==> src/sv/utf8cd_pkg.sv <==
// Package for the UTF-8 code point decoder: widths, status and halt codes,
// decoder state and result types. No dependencies.
package utf8cd_pkg;

    localparam int COUNT_BITS     = 12;
    localparam int CFG_BITS       = 12;
    localparam int OUT_COUNT_BITS = 12;
    localparam int POINT_BITS     = 21;
    localparam int CMP_BITS       = (COUNT_BITS > CFG_BITS) ? COUNT_BITS : CFG_BITS;
    localparam int WIDE_BITS      = (CMP_BITS > OUT_COUNT_BITS) ? CMP_BITS : OUT_COUNT_BITS;

    localparam logic [2:0] ST_PENDING = 3'd0;
    localparam logic [2:0] ST_READY   = 3'd1;
    localparam logic [2:0] ST_DONE    = 3'd2;
    localparam logic [2:0] ST_ERROR   = 3'd3;
    localparam logic [2:0] ST_IGNORED = 3'd4;

    localparam logic [1:0] HALT_NONE  = 2'd0;
    localparam logic [1:0] HALT_ERROR = 2'd1;
    localparam logic [1:0] HALT_LIMIT = 2'd2;

    localparam logic [CFG_BITS-1:0] CFG_RESET = {CFG_BITS{1'b1}};

    typedef struct packed {
        logic [POINT_BITS-1:0] partial_point;
        logic [1:0]            bytes_due;
        logic [COUNT_BITS-1:0] emitted_count;
        logic [1:0]            halt_mode;
    } dec_state_t;

    typedef struct packed {
        logic [2:0]                status;
        logic [POINT_BITS-1:0]     code_point;
        logic [OUT_COUNT_BITS-1:0] point_count;
    } dec_result_t;

    localparam dec_state_t STATE_CLEAR = '{
        partial_point: '0,
        bytes_due:     2'd0,
        emitted_count: '0,
        halt_mode:     HALT_NONE
    };

    // Bring the internal counter onto the output count width.
    function automatic logic [OUT_COUNT_BITS-1:0] count_out(
        input logic [COUNT_BITS-1:0] cnt
    );
        logic [WIDE_BITS-1:0] wide;
        wide = WIDE_BITS'(cnt);
        return wide[OUT_COUNT_BITS-1:0];
    endfunction

endpackage

==> src/sv/utf8cd_step.sv <==
// One decode step of the UTF-8 code point decoder: current state, one byte
// and the limit in; next state and the result out. Uses utf8cd_pkg.
module utf8cd_step (
    input  utf8cd_pkg::dec_state_t               cur,
    input  logic [7:0]                           byte_in,
    input  logic [utf8cd_pkg::CFG_BITS-1:0]      max_points,
    output utf8cd_pkg::dec_state_t               nxt,
    output utf8cd_pkg::dec_result_t              res
);

    logic [utf8cd_pkg::CMP_BITS-1:0]   cnt_cmp;
    logic [utf8cd_pkg::CMP_BITS-1:0]   max_cmp;
    logic                              limit_hit;
    logic [utf8cd_pkg::COUNT_BITS-1:0] cnt_inc;
    logic [utf8cd_pkg::POINT_BITS-1:0] shifted;
    logic                              is_nul;

    assign cnt_cmp   = utf8cd_pkg::CMP_BITS'(cur.emitted_count);
    assign max_cmp   = utf8cd_pkg::CMP_BITS'(max_points);
    assign limit_hit = (cnt_cmp >= max_cmp) || (&cur.emitted_count);
    assign cnt_inc   = cur.emitted_count + utf8cd_pkg::COUNT_BITS'(1);
    assign shifted   = {cur.partial_point[utf8cd_pkg::POINT_BITS-7:0], byte_in[5:0]};
    assign is_nul    = (byte_in == 8'h00);

    always_comb
    begin
        logic [utf8cd_pkg::COUNT_BITS-1:0] cnt_rep;
        nxt            = cur;
        res.status     = utf8cd_pkg::ST_PENDING;
        res.code_point = '0;
        cnt_rep        = cur.emitted_count;

        if (cur.halt_mode != utf8cd_pkg::HALT_NONE)
        begin
            res.status = utf8cd_pkg::ST_IGNORED;
            if (is_nul)
            begin
                if (cur.halt_mode == utf8cd_pkg::HALT_LIMIT)
                    res.status = utf8cd_pkg::ST_DONE;
                nxt = utf8cd_pkg::STATE_CLEAR;
            end
        end
        else if (cur.bytes_due == 2'd0)
        begin
            if (is_nul)
            begin
                res.status = utf8cd_pkg::ST_DONE;
                nxt        = utf8cd_pkg::STATE_CLEAR;
            end
            else if (limit_hit)
            begin
                res.status    = utf8cd_pkg::ST_IGNORED;
                nxt.halt_mode = utf8cd_pkg::HALT_LIMIT;
            end
            else if (byte_in[7] == 1'b0)
            begin
                res.status        = utf8cd_pkg::ST_READY;
                res.code_point    = utf8cd_pkg::POINT_BITS'(byte_in);
                nxt.emitted_count = cnt_inc;
                cnt_rep           = cnt_inc;
            end
            else if (byte_in[7:5] == 3'b110)
            begin
                nxt.partial_point = utf8cd_pkg::POINT_BITS'(byte_in[4:0]);
                nxt.bytes_due     = 2'd1;
            end
            else if (byte_in[7:4] == 4'b1110)
            begin
                nxt.partial_point = utf8cd_pkg::POINT_BITS'(byte_in[3:0]);
                nxt.bytes_due     = 2'd2;
            end
            else if (byte_in[7:3] == 5'b11110)
            begin
                nxt.partial_point = utf8cd_pkg::POINT_BITS'(byte_in[2:0]);
                nxt.bytes_due     = 2'd3;
            end
            else
            begin
                res.status    = utf8cd_pkg::ST_ERROR;
                nxt.halt_mode = utf8cd_pkg::HALT_ERROR;
            end
        end
        else
        begin
            if (is_nul)
            begin
                res.status = utf8cd_pkg::ST_ERROR;
                nxt        = utf8cd_pkg::STATE_CLEAR;
            end
            else if (byte_in[7:6] != 2'b10)
            begin
                // Drop the partial code point and halt until NUL.
                res.status        = utf8cd_pkg::ST_ERROR;
                nxt.halt_mode     = utf8cd_pkg::HALT_ERROR;
                nxt.partial_point = '0;
                nxt.bytes_due     = 2'd0;
            end
            else if (cur.bytes_due == 2'd1)
            begin
                res.status        = utf8cd_pkg::ST_READY;
                res.code_point    = shifted;
                nxt.partial_point = '0;
                nxt.bytes_due     = 2'd0;
                nxt.emitted_count = cnt_inc;
                cnt_rep           = cnt_inc;
            end
            else
            begin
                nxt.partial_point = shifted;
                nxt.bytes_due     = cur.bytes_due - 2'd1;
            end
        end

        res.point_count = utf8cd_pkg::count_out(cnt_rep);
    end

endmodule

==> src/sv/utf8_codepoint_decoder.sv <==
// Top level of the UTF-8 code point decoder: input register, decoder state,
// result register and limit register. Uses utf8cd_pkg and utf8cd_step.

// Decodes a NUL-terminated UTF-8 byte stream, one byte per transaction, and
// returns exactly one result transaction per byte: status 0 while a multi-byte
// sequence is pending, 1 with code_point when a 1- to 4-byte sequence
// completes, 2 with the final point_count at the terminating NUL, 3 on an
// invalid lead or continuation byte (a NUL inside a sequence also counts as
// bad and ends the string), and 4 for bytes ignored after an error or after
// max_codepoints code points. No overlong or surrogate checks are made, so
// code_point can reach 21 bits. Throughput is one byte per clock while the
// result register drains (out_ready high): a byte sits in the input register,
// then the decode step updates the decoder state and loads the result register
// in the same cycle, once that register is free or draining. The input
// register takes a new byte whenever it is empty or its byte moves on; the
// result register holds while out_ready is low. Write max_codepoints
// (cfg_we/cfg_wdata) only while no bytes are in flight; it resets to 4095.
module utf8_codepoint_decoder (
    input  logic                                  clk,
    input  logic                                  rst_n,
    input  logic                                  cfg_we,
    input  logic [utf8cd_pkg::CFG_BITS-1:0]       cfg_wdata,
    input  logic                                  in_valid,
    output logic                                  in_ready,
    input  logic [7:0]                            data_byte,
    output logic                                  out_valid,
    input  logic                                  out_ready,
    output logic [2:0]                            status,
    output logic [utf8cd_pkg::POINT_BITS-1:0]     code_point,
    output logic [utf8cd_pkg::OUT_COUNT_BITS-1:0] point_count
);

    logic [utf8cd_pkg::CFG_BITS-1:0] max_reg;

    // Input register.
    logic       in_vld_reg;
    logic       in_vld_next;
    logic [7:0] in_byte_reg;

    // Decoder state.
    utf8cd_pkg::dec_state_t  state_reg;
    utf8cd_pkg::dec_state_t  state_next;
    utf8cd_pkg::dec_result_t step_res;

    // Result register.
    logic                    out_vld_reg;
    logic                    out_vld_next;
    utf8cd_pkg::dec_result_t res_reg;

    logic in_take;
    logic fire;

    // Process the held byte when the result register is free or draining.
    assign fire     = in_vld_reg && (!out_vld_reg || out_ready);
    assign in_ready = !in_vld_reg || fire;
    assign in_take  = in_valid && in_ready;

    assign in_vld_next  = in_take || (in_vld_reg && !fire);
    assign out_vld_next = fire || (out_vld_reg && !out_ready);

    utf8cd_step u_step (
        .cur        (state_reg),
        .byte_in    (in_byte_reg),
        .max_points (max_reg),
        .nxt        (state_next),
        .res        (step_res)
    );

    // Limit register.
    always_ff @(posedge clk or negedge rst_n)
    begin
        if (!rst_n)
            max_reg <= utf8cd_pkg::CFG_RESET;
        else if (cfg_we)
            max_reg <= cfg_wdata;
    end

    // Control and decoder state.
    always_ff @(posedge clk or negedge rst_n)
    begin
        if (!rst_n)
        begin
            in_vld_reg  <= 1'b0;
            out_vld_reg <= 1'b0;
            state_reg   <= utf8cd_pkg::STATE_CLEAR;
        end
        else
        begin
            in_vld_reg  <= in_vld_next;
            out_vld_reg <= out_vld_next;
            if (fire)
                state_reg <= state_next;
        end
    end

    // Payload registers: hold the byte until decoded, hold the result until taken.
    always_ff @(posedge clk)
    begin
        if (in_take)
            in_byte_reg <= data_byte;
        if (fire)
            res_reg <= step_res;
    end

    assign out_valid   = out_vld_reg;
    assign status      = res_reg.status;
    assign code_point  = res_reg.code_point;
    assign point_count = res_reg.point_count;

endmodule
==> config.mk <==
export PLATFORM = sky130hd
export DESIGN_NAME = utf8_codepoint_decoder
export DESIGN_NICKNAME = d
export VERILOG_FILES = /design/src/sv/utf8cd_pkg.sv /design/src/sv/utf8cd_step.sv /design/src/sv/utf8_codepoint_decoder.sv
export SDC_FILE = /design/constraint.sdc
export NUM_CORES = 1
export LEC_CHECK = 0
export BUFFER_PORTS_ARGS = -buffer_cell sky130_fd_sc_hd__buf_4
export CAP_MARGIN = 20
export CORE_MARGIN = 10
export CORE_UTILIZATION = 65
export CTS_BUF_LIST = sky130_fd_sc_hd__clkbuf_8
export CTS_CLUSTER_DIAMETER = 120
export DETAILED_ROUTE_END_ITERATION = 12
export PLACE_DENSITY = 0.88
export SLEW_MARGIN = 25
export SYNTH_ARGS = -nofsm -noshare
export SYNTH_HDL_FRONTEND = slang
export SYNTH_HIERARCHICAL = 1
export SYNTH_SLANG_ARGS = --single-unit
==> constraint.sdc <==
create_clock -name clk -period 7.12 [get_ports clk]
set_clock_uncertainty 0.1 [all_clocks]
set_input_delay 2.136 -clock clk [delete_from_list [all_inputs] [get_ports clk]]
set_output_delay 2.136 -clock clk [all_outputs]
set_load 0.1 [all_outputs]
; ---- Word level (Yosys, flattened, before mapping)
; Index checks and enable logic that the tools add are counted.
[totals]
register_bits = 89
inputBits = 25
[op_classes]
addsub = 2
magnitude_cmp = 1
n_eq_ne = 14
mux = 44
n_reduce_logical = 21
[ops]
columns = cell, n
row1 = 2-to-1 mux 31 bit, 5
row2 = 2-to-1 mux 17 bit, 6
row3 = 2-to-1 mux 12 bit, 8
row4 = 2-to-1 mux 21 bit, 4
row5 = 2-to-1 mux 29 bit, 1
row6 = 2-to-1 mux 3 bit, 9
row7 = 2-to-1 mux 24 bit, 1
row8 = 2-to-1 mux 22 bit, 1
row9 = 2-to-1 mux 2 bit, 8
row10 = != test 4 x 2 -> 1 bit (second input constant), 4
row11 = adder 12 x 1 -> 12 bit (second input constant), 1
row12 = >= comparator 12 bit, 1
row13 = AND reduction 12 bit, 1
row14 = logical NOT 8 bit, 1
row15 = 2-to-1 mux 7 bit, 1
row16 = AND reduction 7 bit, 1
row17 = == test 5 bit (second input constant), 1
row18 = logical OR 1 bit, 5
row19 = != test 5 x 4 -> 1 bit (second input constant), 1
row20 = AND reduction 5 bit, 1
row21 = == test 4 bit (second input constant), 1
row22 = logical AND 1 bit, 4
row23 = logical NOT 1 bit, 4
row24 = == test 3 bit (second input constant), 1
row25 = 11 further kinds, 11

; ---- Logic depth before layout (Yosys ltp)
; Gate-level depths: netlist of the first run.
[logic_depth]
word_depth = 9
depth_mapped = 10
depth_no_buf = 9

; ---- Modules after synthesis
; The synthesis of the first run kept the hierarchy.
[by_module_without_submodules]
columns = module, instances, cells_per_inst, area_per_inst_um2, seq_area_each_um2
row1 = utf8_codepoint_decoder, 1, 156, 3320.7, 2612.5
row2 = utf8cd_step, 1, 268, 1774.2, 0.0

; ---- Worst setup path before layout of the first run
; Ideal clock, no wire load.
[synth_path]
kind = input to output
from = input out_ready
to = output in_ready
t_arrival_ps = 2958
setup_slack_ps = 1926
stages = 1
path_buffers = 0
cell_sequence = nand3b_1
[synth_between]
elab_chain_len = 3
[synth_rtl]
columns = element, line
row1 = "start, declared", utf8_codepoint_decoder.sv:27  ; input logic out_ready,
row2 = logical OR 1 bit, utf8_codepoint_decoder.sv:54  ; assign fire = in_vld_reg && (!out_vld_reg || out_ready);
row3 = logical AND 1 bit, utf8_codepoint_decoder.sv:54
row4 = logical OR 1 bit, utf8_codepoint_decoder.sv:55  ; assign in_ready = !in_vld_reg || fire;
row5 = "end, declared", utf8_codepoint_decoder.sv:24  ; output logic in_ready,
; Every way passes these cells.

; ---- Final worst setup path of the first run
; Same ends and word-level chain as after synthesis.

==> results of run 1 <==
critical path, cell delays in order:
cell and delay (ns):
buf_4 0.11, nand3b_1 0.19, buf_4 0.26
layout make-up:
cell class,instances,area (sq um),share of cell area
timing repair buffer,66,495,0.0907
tap,99,124,0.0227
sequential,89,2460,0.451
inverter,22,82.6,0.0151
multi-input combinational,268,2100,0.385
clock buffer,9,124,0.0227
clock inverter,7,70.1,0.0128
power groups by stage:
stage	Combinational, W	Clock [W]	Sequential, W
6_report	0.000619	0.000334	0.000701
5_1_grt	0.000667	0.000362	0.000714
4_1_cts	0.000616	0.000341	0.000700
3_5_place_dp	0.000615	0	0.000711
3_3_place_gp	0.000595	0	0.000705
2_1_floorplan	0.000342	0	0.000859
placed cells by master, fill, tap and decap left out, types with 7 or more instances in the layout:
| master | count |
|---|---|
| buf_4 | 66 |
| edfxtp_1 | 44 |
| dfrtp_1 | 33 |
| mux2_2 | 30 |
| nand2_1 | 26 |
| inv_1 | 22 |
| and3_1 | 21 |
| nor2_1 | 15 |
| ha_1 | 15 |
| mux2_4 | 14 |
| a211oi_1 | 14 |
| nand3_1 | 14 |
| a21oi_1 | 13 |
| a22o_1 | 13 |
| dfstp_2 | 12 |
| clkbuf_8 | 9 |
| nand2b_1 | 7 |
| xor2_1 | 7 |
final timing paths:
check / startpoint / to / slack, ns / cells past startpoint
min in group asynchronous: rst_n / state_reg[27] / 1.68 / 1
worst min register to register: in_vld_reg / out_valid / 0.41 / 1
worst min-delay path: in_vld_reg / out_valid / 0.41 / 1
worst max register to register: max_reg[2] / point_count[1] / 3.96 / 8
worst max-delay path: out_ready / in_ready / 2.19 / 3
max in group asynchronous: rst_n / state_reg[5] / 4.84 / 1
stage by stage:
stage | hold slack [ns] | instance area [sq um] | worst slack (ns) | power, W
after floorplan | 0.355 | 4810 | 1.93 | 0.00120
after global placement | 0.371 | 5270 | 2.22 | 0.00130
after detailed placement | 0.389 | 5270 | 2.19 | 0.00133
after CTS | 0.412 | 5460 | 2.18 | 0.00166
after global routing | 0.448 | 5460 | 2.16 | 0.00174
final | 0.405 | 5460 | 2.19 | 0.00165
layer usage:
metal,track usage,vias up
li1,-,1615
met1,0.238,1705
met2,0.302,165
met3,0.0435,13
met4,0.0580,0
met5,0,-
==> summary.md, run 1 <==
| Metric | Value |
|---|---|
| Placed cells | `544` |
| First-pass GRT wire length | `17200 microns` |
| Syn_area_per_cell | `11.8 sq um` |
| Logic pwr share | `0.374` |
| Share of layout cells above drive strength 1 | `0.325` |
| Synth warn | `6` |
| Largest register FFs | `31` |
| Gr ovfl total | `0` |
| Clock buffer depth | `2` |
| Die Area | `11200 sq um` |
| Final Non-Filler Cells | `560` |
| Final worst-path cycle share | `0.692` |
| CTS buffer count | `9` |
| Starting Density | `0.666` |
| # setup viols final | `0` |
| Fin nets | `496` |
| Fin. max-slew vios | `0` |
| Mapped Cells | `406` |
| Min Tclk post-route | `4.93 ns` |
| Measured slew at the worst slew-check pin | `1.03 ns` |
| Required @ worst endpoint | `4.88 ns` |
| Vias in the first global route | `3522` |
| Setup TNS | `0 ns` |
| CTS resizes | `0` |
| Max-Cap Viols | `0` |
| Setup Fix Bufs, Post-CTS | `0` |
| Clock power frac | `0.202` |
| WL met3 | `715 microns` |
| Startpoint types | `input pin` |
| Leakage Power | `2.46 nW` |
| HPWL Detailed | `7450 microns` |
| Pwr dens | `303 nW/um^2` |
| Area Growth Syn to Fin | `13.7%` |
| DR DRC count | `0` |
| Critical path capture point type | `primary output` |
| Crit Path Class | `input pin to primary output` |
| Site row count | `31` |
| Largest net degree at the start of global routing | `46` |
| Clock slew at the register clock pins of the worst setup and hold paths | `0.10 ns` |
| Clk sink count | `89` |
| IO buf count | `62` |
| Initial antenna violation count | `0` |
| Worst Path Arrival | `2.69 ns` |
| DRT Pass-1 Iters | `7` |
| Status | `completed` |
| Post-layout util | `0.757` |
| Peak VDD IR | `186 uV` |
| Via-to-Cell Ratio | `6.25` |
| Syn nets | `446` |
| Slew HR | `0.310` |
| Die Y | `106 microns` |
| Boundary Pins | `63` |
| Total GRT Usage | `0.185` |
| Synthesized area | `4810 sq um` |
| CTS tree | `yes` |
| H-tree depth | `3` |
| P_int | `0.000961 W` |
| Register share of total power | `0.424` |
| Fillers | `484` |
| Switching Fraction | `0.419` |
| Wirelength, routed | `10100 microns` |
| Hold Path Class | `flop to flop` |
| WL per Instance | `18.1 microns` |
| Met2 wire len | `4920 microns` |
| DRT iter0 DRCs | `433` |
| Core Box Area | `7210 sq um` |
| Post-route ant nets | `0` |
| Final hold violations | `0` |
| CTS Hold Buffers Added | `0` |
| Skew-Pair Late Insertion Delay | `0.36 ns` |
| Placer Congestion | `0.866` |
| Top Layer Used | `met4` |
| Unrepaired setup endpoints after global routing | `false` |
| Net Sw Power | `0.000692 W` |
| Fmax | `203 MHz` |
| Die Width | `106 microns` |
| Vias | `3498` |
| WL met1 | `4360 microns` |
| Clock Tree Root | `clkbuf_8` |
| Crit-path max FO | `3` |
| # diodes | `0` |
(Power assumes the default switching activity.)
==> run 2, diff against run 1 <==
CORE_UTILIZATION = 60   (was 65)
PLACE_DENSITY = 0.82   (was 0.88)
clock period = 4.7 ns   (was 7.12 ns; I/O delays follow)
==> summary.md, run 2 (same netlist as run 1, synthesis figures left out) <==
| Metric | Value |
|---|---|
| Status | `completed` |
| Fillers | `591 (+22%)` |
| Clock Tree Root | `clkbuf_8` |
| Placer Congestion | `0.885 (+2.3%)` |
| WL per Instance | `18.3 microns (+0.81%)` |
| Final hold violations | `0 (unchanged)` |
| Largest net degree at the start of global routing | `46 (unchanged)` |
| Hold Path Class | `flop to flop` |
| Slew HR | `0.569 (+0.259)` |
| Die Y | `109 microns (+3.3%)` |
| Starting Density | `0.619 (-0.0474)` |
| DR DRC count | `0 (unchanged)` |
| Register area | `2460 sq um (unchanged)` |
| Most common cell after layout, fill and taps aside | `buf_4` |
| Vias in the first global route | `3354 (-4.8%)` |
| Clock buffer depth | `2 (unchanged)` |
| Crit path from | `out_ready` |
| Final worst-path cycle share | `0.738` |
| Fin nets | `496 (unchanged)` |
| Commonest non-fill, non-tap cells in the layout | `66 x buf_4, 44 x edfxtp_1, 33 x dfrtp_1` |
| Die Width | `109 microns (+3.3%)` |
| Core Box Area | `7770 sq um (+7.7%)` |
| R2r setup slk | `1.53 ns (-2.43 ns)` |
| # setup viols final | `0 (unchanged)` |
| Crit-path max FO | `3 (unchanged)` |
| Setup TNS | `0 ns (unchanged)` |
| CTS Hold Buffers Added | `0 (unchanged)` |
| IO buf count | `62 (unchanged)` |
| DRT Pass-1 Iters | `6 (-1)` |
| Fmax | `288 MHz` |
| Initial antenna violation count | `0 (unchanged)` |
| H-tree depth | `3 (unchanged)` |
| Max-Cap Viols | `0 (unchanged)` |
| Crit Path Class | `input pin to primary output` |
| Clk sink count | `89 (unchanged)` |
| Measured slew at the worst slew-check pin | `0.647 ns (-0.381 ns)` |
| Skew-Pair Late Insertion Delay | `0.34 ns (-0.02 ns)` |
| Largest register FFs | `31 (unchanged)` |
| First-pass GRT wire length | `16900 microns (-1.6%)` |
| Worst Path Arrival | `1.96 ns (-0.73 ns)` |
| Critical path capture point type | `primary output` |
| # diodes | `0 (unchanged)` |
| Gr ovfl total | `0 (unchanged)` |
| Boundary Pins | `63 (unchanged)` |
| Fin. max-slew vios | `0 (unchanged)` |
| Unrepaired setup endpoints after global routing | `false` |
| Worst r2r src | `max_reg[9]` |
| Busiest grt layer | `met2` |
| Clock slew at the register clock pins of the worst setup and hold paths | `0.09 ns (about the same)` |
| Pwr dens | `455 nW/um^2 (+50%)` |
| CP Capture Point | `in_ready` |
| Peak VDD IR | `243 uV (+31%)` |
| Share of layout cells above drive strength 1 | `0.323 (-0.00217)` |
| Met2 Usage GRT | `0.279 (-0.0236)` |
| DRT iter0 DRCs | `365 (-16%)` |
| CTS buffer count | `9 (unchanged)` |
| R2R cell count | `8 (unchanged)` |
| Leakage Power | `2.45 nW (-0.39%)` |
| Startpoint types | `input pin` |
| Required @ worst endpoint | `3.19 ns (-1.69 ns)` |
| Min Tclk post-route | `3.47 ns` |
| HPWL Detailed | `7370 microns (-1.1%)` |
| Vias | `3463 (-1.0%)` |
| CTS resizes | `0 (unchanged)` |
| Final Power | `0.00248 W (+50%)` |
| CTS tree | `yes` |
| Met3 GRT Util | `0.0334 (-0.0101)` |
| Wirelength, routed | `10300 microns (+1.4%)` |
| Via-to-Cell Ratio | `6.15 (-1.5%)` |
| Site row count | `32 (+3.2%)` |
| Die Area | `12000 sq um (+6.7%)` |
| Grt met1 use | `0.236 (-0.00198)` |
| Post-route ant nets | `0 (unchanged)` |
| Area occupied by multi-input gates | `2110 sq um (+0.18%)` |
| Area Growth Syn to Fin | `13.3%` |
| Setup Fix Bufs, Post-CTS | `0 (unchanged)` |
| Reg2reg end | `point_count[1]` |
| Total GRT Usage | `0.175 (-0.00951)` |
==> run 2: per-stage QoR <==
step / hold slack [ns] / cells / setup slack (ns) / instance area, sq um / util
6_report: 0.401 / 563 / 1.23 / 5450 / 0.701
4_1_cts: 0.404 / 563 / 1.22 / 5440 / 0.701
2_1_floorplan: 0.355 / 406 / 0.958 / 4810 / -
3_5_place_dp: 0.393 / 547 / 1.22 / 5270 / 0.679
3_3_place_gp: 0.368 / 547 / 1.25 / 5270 / 0.679
5_1_grt: 0.440 / 563 / 1.16 / 5450 / 0.701
==> run 2: worst min-delay path by stage <==
stage	start	end	slack (ns)	depth (start not counted)
5_1_grt	in_vld_reg	out_valid	0.44	1
2_1_floorplan	in_vld_reg	out_valid	0.35	1
3_5_place_dp	in_vld_reg	out_valid	0.39	1
6_report	in_vld_reg	out_valid	0.40	1
4_1_cts	in_vld_reg	out_valid	0.40	1
3_3_place_gp	in_vld_reg	out_valid	0.37	1
==> run 2: report_power, final <==
group          leakage [nW]  switching, W  internal (W)  total (W)
registers              1.00      0.000110      0.000952    0.00106
logic                  1.36      0.000655      0.000302   0.000956
clock network        0.0849      0.000267      0.000191   0.000458
==> run 2: area by class of cell <==
class,instances,area share
well taps,102,0.0234
multi-input cells,268,0.387
flip-flops and latches,89,0.452
inverters,22,0.0152
clock inverters,7,0.00827
repair buffers,66,0.0910
clock buffers,9,0.0227
==> run 2: worst max-delay path, cell delays in order <==
cell,delay (ns)
buf_4,0.11
nand3b_1,0.18
buf_4,0.26
==> run 2: layer usage <==
layer  routed length, microns  up-vias
met5                        0        -
met4                      104        0
met3                      794       10
met2                     4880      161
met1                     4500     1668
li1                         -     1624
